<file path="config.mk">
export PLATFORM = sky130hd
export DESIGN_NAME = lfu_ctrl
export DESIGN_NICKNAME = d
export VERILOG_FILES = /design/src/rtl/core/lfu_pkg.sv /design/src/rtl/core/lfu_ctrl.sv
export SDC_FILE = /design/constraint.sdc
export NUM_CORES = 1
export LEC_CHECK = 0
export ABC_AREA = 1
export BUFFER_PORTS_ARGS = -buffer_cell sky130_fd_sc_hd__clkbuf_2
export CAP_MARGIN = 10
export CORE_UTILIZATION = 41
export DETAILED_ROUTE_END_ITERATION = 8
export PLACE_DENSITY = 0.73
export SYNTH_ARGS = -nofsm -noshare
export SYNTH_HDL_FRONTEND = slang
export SYNTH_SLANG_ARGS = --single-unit
</file>
<file path="constraint.sdc">
create_clock -name clock -period 1.14 [get_ports clock]
set_input_delay 0.171 -clock clock [delete_from_list [all_inputs] [get_ports clock]]
set_output_delay 0.171 -clock clock [all_outputs]
set_load 0.02 [all_outputs]
</file>
<file path="src/rtl/core/lfu_pkg.sv">
// lfu_pkg: shared types, constants and codes for the LFU cache directory.
// Depends on nothing; used by every file in rtl/core.
`timescale 1ns / 1ps
`default_nettype none
package lfu_pkg;
   localparam int ENTRIES   = 16;
   localparam int IDX_BITS  = $clog2(ENTRIES);
   localparam int CNT_BITS  = $clog2(ENTRIES + 1);
   localparam int KEY_BITS  = 64;
   localparam int TIME_BITS = 48;
   localparam logic [31:0] BUDGET_RESET = 32'd104857600;
   localparam logic [31:0] TTL_RESET    = 32'd3600;

   typedef enum logic [3:0] {
      OP_PUT = 4'd0, OP_GET = 4'd1, OP_CONTAINS = 4'd2, OP_REMOVE = 4'd3,
      OP_PIN = 4'd4, OP_UNPIN = 4'd5, OP_EXPIRE = 4'd6, OP_CLEAR = 4'd7,
      OP_TICK = 4'd8
   } op_type;

   localparam logic [1:0] ST_OK = 2'd0, ST_ABSENT = 2'd1, ST_NOROOM = 2'd2;

   typedef enum logic [3:0] {
      S_IDLE, S_FIND, S_DECIDE, S_VSCAN, S_VDROP, S_FREE, S_WRITE,
      S_EXPIRE, S_DONE
   } state_type;

   // scan kinds the datapath can run
   typedef enum logic [1:0] {
      SCAN_KEY, SCAN_FREE, SCAN_VICTIM, SCAN_EXPIRE
   } scan_type;

   typedef struct packed {
      logic     load;       // capture request
      logic     scan_start; // clear scan index / found flag
      logic     scan_step;  // examine slot at index
      scan_type scan_kind;
      logic     drop_victim;
      logic     write_entry;
      logic     do_hit;     // get / remove / pin / unpin on found slot
      logic     do_clear;
      logic     do_tick;
      logic     set_norom;
      logic     set_absent;
      logic     emit;
   } cmd_type;

   typedef struct packed {
      op_type op;
      logic   too_big;   // request bytes over budget
      logic   over;      // total + bytes over budget
      logic   scan_last; // index at last slot
      logic   found;     // scan hit
   } sts_type;
endpackage
`default_nettype wire

</file>
<file path="src/rtl/core/lfu_ctrl.sv">
// lfu_ctrl: sequencer for one request (scans, evictions, write, response).
// Depends on lfu_pkg; commands lfu_datapath.
`timescale 1ns / 1ps
`default_nettype none
module lfu_ctrl import lfu_pkg::*; (
   input  wire logic    clock,
   input  wire logic    reset,
   input  wire logic    start,
   output logic         busy,
   output cmd_type      cmd,
   input  wire sts_type sts
);
   state_type state_ff, state_in;
   logic      evicted_once_ff, evicted_once_in; // free-slot search phase entered

   always_ff @(posedge clock) begin
      if (reset) begin
         state_ff <= S_IDLE;
         evicted_once_ff <= 1'b0;
      end else begin
         state_ff <= state_in;
         evicted_once_ff <= evicted_once_in;
      end
   end

   assign busy = state_ff != S_IDLE;

   always_comb begin
      state_in = state_ff;
      evicted_once_in = evicted_once_ff;
      cmd = '0;
      cmd.scan_kind = SCAN_KEY;
      unique case (state_ff)
         S_IDLE: if (start) begin
            cmd.load = 1'b1;
            cmd.scan_start = 1'b1;
            evicted_once_in = 1'b0;
            state_in = S_DECIDE;
         end
         S_DECIDE: begin
            cmd.scan_start = 1'b1;
            unique case (sts.op)
               OP_PUT: begin
                  if (sts.too_big) begin
                     cmd.set_norom = 1'b1;
                     state_in = S_DONE;
                  end else if (sts.over) state_in = S_VSCAN;
                  else state_in = S_FIND;
               end
               OP_GET, OP_CONTAINS, OP_REMOVE, OP_PIN, OP_UNPIN: state_in = S_FIND;
               OP_EXPIRE: state_in = S_EXPIRE;
               OP_CLEAR: begin
                  cmd.do_clear = 1'b1;
                  state_in = S_DONE;
               end
               OP_TICK: begin
                  cmd.do_tick = 1'b1;
                  state_in = S_DONE;
               end
               default: state_in = S_DONE;
            endcase
         end
         S_VSCAN: begin
            cmd.scan_step = 1'b1;
            cmd.scan_kind = SCAN_VICTIM;
            if (sts.scan_last) state_in = S_VDROP;
         end
         S_VDROP: begin
            cmd.scan_start = 1'b1;
            if (!sts.found) begin
               cmd.set_norom = 1'b1;
               state_in = S_DONE;
            end else begin
               cmd.drop_victim = 1'b1;
               // full-table eviction goes straight back to the free search
               state_in = evicted_once_ff ? S_FREE : S_DECIDE;
            end
         end
         S_FIND: begin
            cmd.scan_step = 1'b1;
            if (sts.scan_last) state_in = S_WRITE;
         end
         S_FREE: begin
            cmd.scan_step = 1'b1;
            cmd.scan_kind = SCAN_FREE;
            if (sts.scan_last) state_in = S_WRITE;
         end
         S_WRITE: begin
            // key scan or free scan result is in found/match
            if (sts.op == OP_PUT) begin
               if (sts.found) begin
                  cmd.write_entry = 1'b1;
                  state_in = S_DONE;
               end else if (!evicted_once_ff && evicted_once_in == 1'b0 &&
                            state_ff == S_WRITE && !cmd.scan_start) begin
                  cmd.scan_start = 1'b1;
                  state_in = S_FREE;
                  evicted_once_in = 1'b1; // marks free-scan phase
               end else begin
                  cmd.set_norom = 1'b1;
                  state_in = S_DONE;
               end
            end else begin
               if (!sts.found) cmd.set_absent = 1'b1;
               else if (sts.op != OP_CONTAINS) cmd.do_hit = 1'b1;
               state_in = S_DONE;
            end
         end
         S_EXPIRE: begin
            cmd.scan_step = 1'b1;
            cmd.scan_kind = SCAN_EXPIRE;
            if (sts.scan_last) state_in = S_DONE;
         end
         S_DONE: begin
            cmd.emit = 1'b1;
            state_in = S_IDLE;
         end
         default: state_in = S_IDLE;
      endcase
      // free scan found nothing: evict one, then rescan free slots once
      if (state_ff == S_WRITE && sts.op == OP_PUT && !sts.found && evicted_once_ff) begin
         cmd.set_norom = 1'b0;
         cmd.scan_start = 1'b1;
         if (!cmd.drop_victim) state_in = S_VSCAN;
         evicted_once_in = 1'b1;
      end
   end

`ifndef ASSERT_OFF
   a_emit: assert property (@(posedge clock) disable iff (reset)
      cmd.emit |=> state_ff == S_IDLE) else $error("emit");
   a_load: assert property (@(posedge clock) disable iff (reset)
      cmd.load |-> !busy) else $error("load");
   a_one: assert property (@(posedge clock) disable iff (reset)
      $onehot0({cmd.write_entry, cmd.drop_victim, cmd.do_clear})) else $error("excl");
`endif
endmodule
`default_nettype wire

</file>
==> impl_metrics.tcl <==
set metrics [dict create \
    end_kind "output port" \
    fin_ws_ns -0.453 \
    finalCritPeriodShare 1.40 \
    crit_type "flop to output port" \
    viasPerCell 6.24 \
    drt-wirelength-per-cell_um 19.5 \
    async_reset_ff_frac 0 \
    finalNonFillerCells 185 \
    yosysWarnings 0 \
    final_max_slew_viol_count 0 \
    dieWidth_um 40.5 \
    area_growth_pct 109 \
    synthesis.area_um2 607 \
    cp_max_fo 6 \
    gp_congestion 0.848 \
    cpPeakStageDelay_ns 0.36 \
    final_antenna_net_count 0 \
    die_area_um2 1640 \
    rsz0062_at_grt "true" \
    synth-edff-count 0 \
    ff2ff_path_depth 9 \
    yosysUniqueCellTypes 18 \
    worst_slew_pin_slew_ns 0.315 \
    hpwl_mm 1.66 \
    grt_max_degree 7 \
    clk_latency_ns 0.26 \
    track_usage 0.331 \
    ff2ff_setup_slack_ns -0.33 \
    cts_tree "yes" \
    first_pass_iters 6 \
    drive_gt1_frac 0.606 \
    num-nets-final 182 \
    cp-start-kind "flop" \
    syn_nets 122 \
    required_ns 0.97 \
    drc 0 \
    grt_pass1_vias 909 \
    cts-root-buf "clkbuf_4" \
    reg2reg_to "state_ff[3]" \
    die_y_um 40.5 \
    power_density_nw_per_um2 720 \
    outcome "complete, but fails checks" \
    yosysTopAreaCell "nand2_1" \
    finClkSkew_ns 0.00492 \
    fp-row-count 13 \
    fmax_ghz 0.628 \
    num-fill-cells 36 \
    total_power_uw 914 \
    hold_slack_ns 0.151 \
    setup_viol 19 \
    clk_pin_slew_ns 0.05 \
    synth_top_flop_cell "dfxtp_1" \
    core_um2 1330 \
    seqCellArea_um2 113 \
    hold_violations 0 \
    cp-startpoint "state_ff[0]" \
    synthTopCellsByCount "29 x nand2_1, 24 x nor2_1, 14 x inv_1, 10 x nand3_1, 6 x inv_2" \
    wl_mm 3.61 \
    cts_hold_buf 0 \
    period_needed_ns 1.59 \
    max_cap_viol_count 0 \
    antennaDiodeCount 0 \
    htreeDepth 1 \
    synth_cells 111 \
    setup.worst_path.end "cmd[3]" \
    ys_ff_latch 5 \
    hold_path.class "primary input to flop" \
    io_pins 25 \
    cts_buffers 3 \
    leakagePower_nw 0.639 \
    crit-reg2reg-launch "state_ff[0]" \
    start_util 0.455 \
    ys_seq_area_frac 0.165 \
    drtIter0Drc 104 \
    port_buffers 24 \
    grt_pass1_wl_mm 3.59 \
    synth.area.top_cells "nand2_1 18%, dfxtp_1 16%, nor2_1 15%, inv_1 8.7%, nand3_1 8.2%" \
    avgSynthCellArea_um2 5.47 \
    worst_path_max_delay_cell "dfxtp_4" \
    antenna_found_initial 0 \
    yosysMostFrequentCell "nand2_1" \
    max_slew_margin 0.789 \
    place_inst 172 \
    ir_worst_vdd_v 0.000567 \
    multi_input_area_um2 553 \
    violations "negative setup slack" \
    clk_path_buf_depth 2 \
    grt_overflow 0 \
    crit_arrival_ns 1.42 \
    num_vias 1154 \
    synth_top_area_share 0.179 \
    cts_num_sinks 5 \
    cp_cell_sequence "inv_4 > nand2_4 > nor2_4 > inv_2 > nor4_4 > buf_4" \
]
## logic make-up (layout without fill, tap and decap cells)
family          after synthesis  in the layout  synth area share
simple gates                 80             80             0.639
buf+inv                      20             79             0.124
compound gates                6              6            0.0722
flops                         5              5             0.165
## layout make-up
cell class                 instances  area share
clock buffer                       4      0.0207
timing repair buffer              55       0.373
multi-input combinational         86       0.435
tap                               15      0.0148
inverter                          20      0.0670
sequential                         5      0.0887
## flip-flops by register name, indices dropped and copies added, names as in the netlist
signal,cells
evicted_once_ff,1
state_ff,4
## what timing repair did
item | CTS | global route
pin swaps | 7 | 8
setup buffers | 6 | 4
resized for setup | 43 | 20
hold endpoints to repair | 0 | 0
setup endpoints to repair | 18 | 19
## stage by stage
step           setup WS [ns]  instance area (um^2)  utilization  TNS, ns
2_1_floorplan        -0.0479                   673            -   -0.106
3_3_place_gp         -0.0874                   977        0.733   -0.339
3_5_place_dp          -0.129                   977        0.733   -0.604
4_1_cts               -0.369                  1200        0.903    -4.05
5_1_grt               -0.482                  1270        0.952    -6.07
6_report              -0.453                  1270        0.952    -5.40
## worst min-delay path by stage
| stage | startpoint | to | slack, ns | cells after the start |
|---|---|---|---|---|
| 3_3_place_gp | reset | state_ff[2] | 0.37 | 2 |
| 4_1_cts | reset | state_ff[2] | 0.11 | 2 |
| 3_5_place_dp | reset | state_ff[2] | 0.38 | 2 |
| 6_report | reset | state_ff[2] | 0.15 | 2 |
| 2_1_floorplan | reset | state_ff[2] | 0.24 | 1 |
| 5_1_grt | reset | state_ff[2] | 0.14 | 2 |
## critical path, delay by kind of cell, from the launching register on
kind / cells / cell delay, ns
and+or+nand+nor: 3 / 0.45
buffers and inverters: 3 / 0.36
DFF: 1 / 0.36
## cells in the final DEF, fill, tap and decap left out, types with 2 or more instances in the layout
| cell type | count |
|---|---|
| inv_1 | 9 |
| clkbuf_4 | 4 |
| dfxtp_4 | 3 |
| clkbuf_8 | 6 |
| inv_2 | 7 |
| nor3_2 | 2 |
| nand2_1 | 25 |
| buf_4 | 29 |
| nor2_4 | 8 |
| nand3_4 | 2 |
| buf_6 | 5 |
| nand2_2 | 3 |
| nand3_1 | 9 |
| nand2_4 | 4 |
| inv_4 | 4 |
| buf_8 | 4 |
| nor2_1 | 13 |
| o21ai_0 | 2 |
| clkbuf_2 | 10 |
| nor2_2 | 7 |
| nand4_1 | 5 |
## layer usage
metal	share of wire	GRT usage	vias to the layer above
met3	0.11	0.0722	40
li1	-	-	474
met1	0.34	0.354	513
met2	0.47	0.623	127
met5	0	0	-
met4	0.079	0.117	0
## where the power goes
group / switching, mW / internal [mW]
combinational: 0.272 / 0.208
clock: 0.0945 / 0.134
sequential: 0.0198 / 0.186
total: 0.387 / 0.528
(Power assumes the default switching activity.)
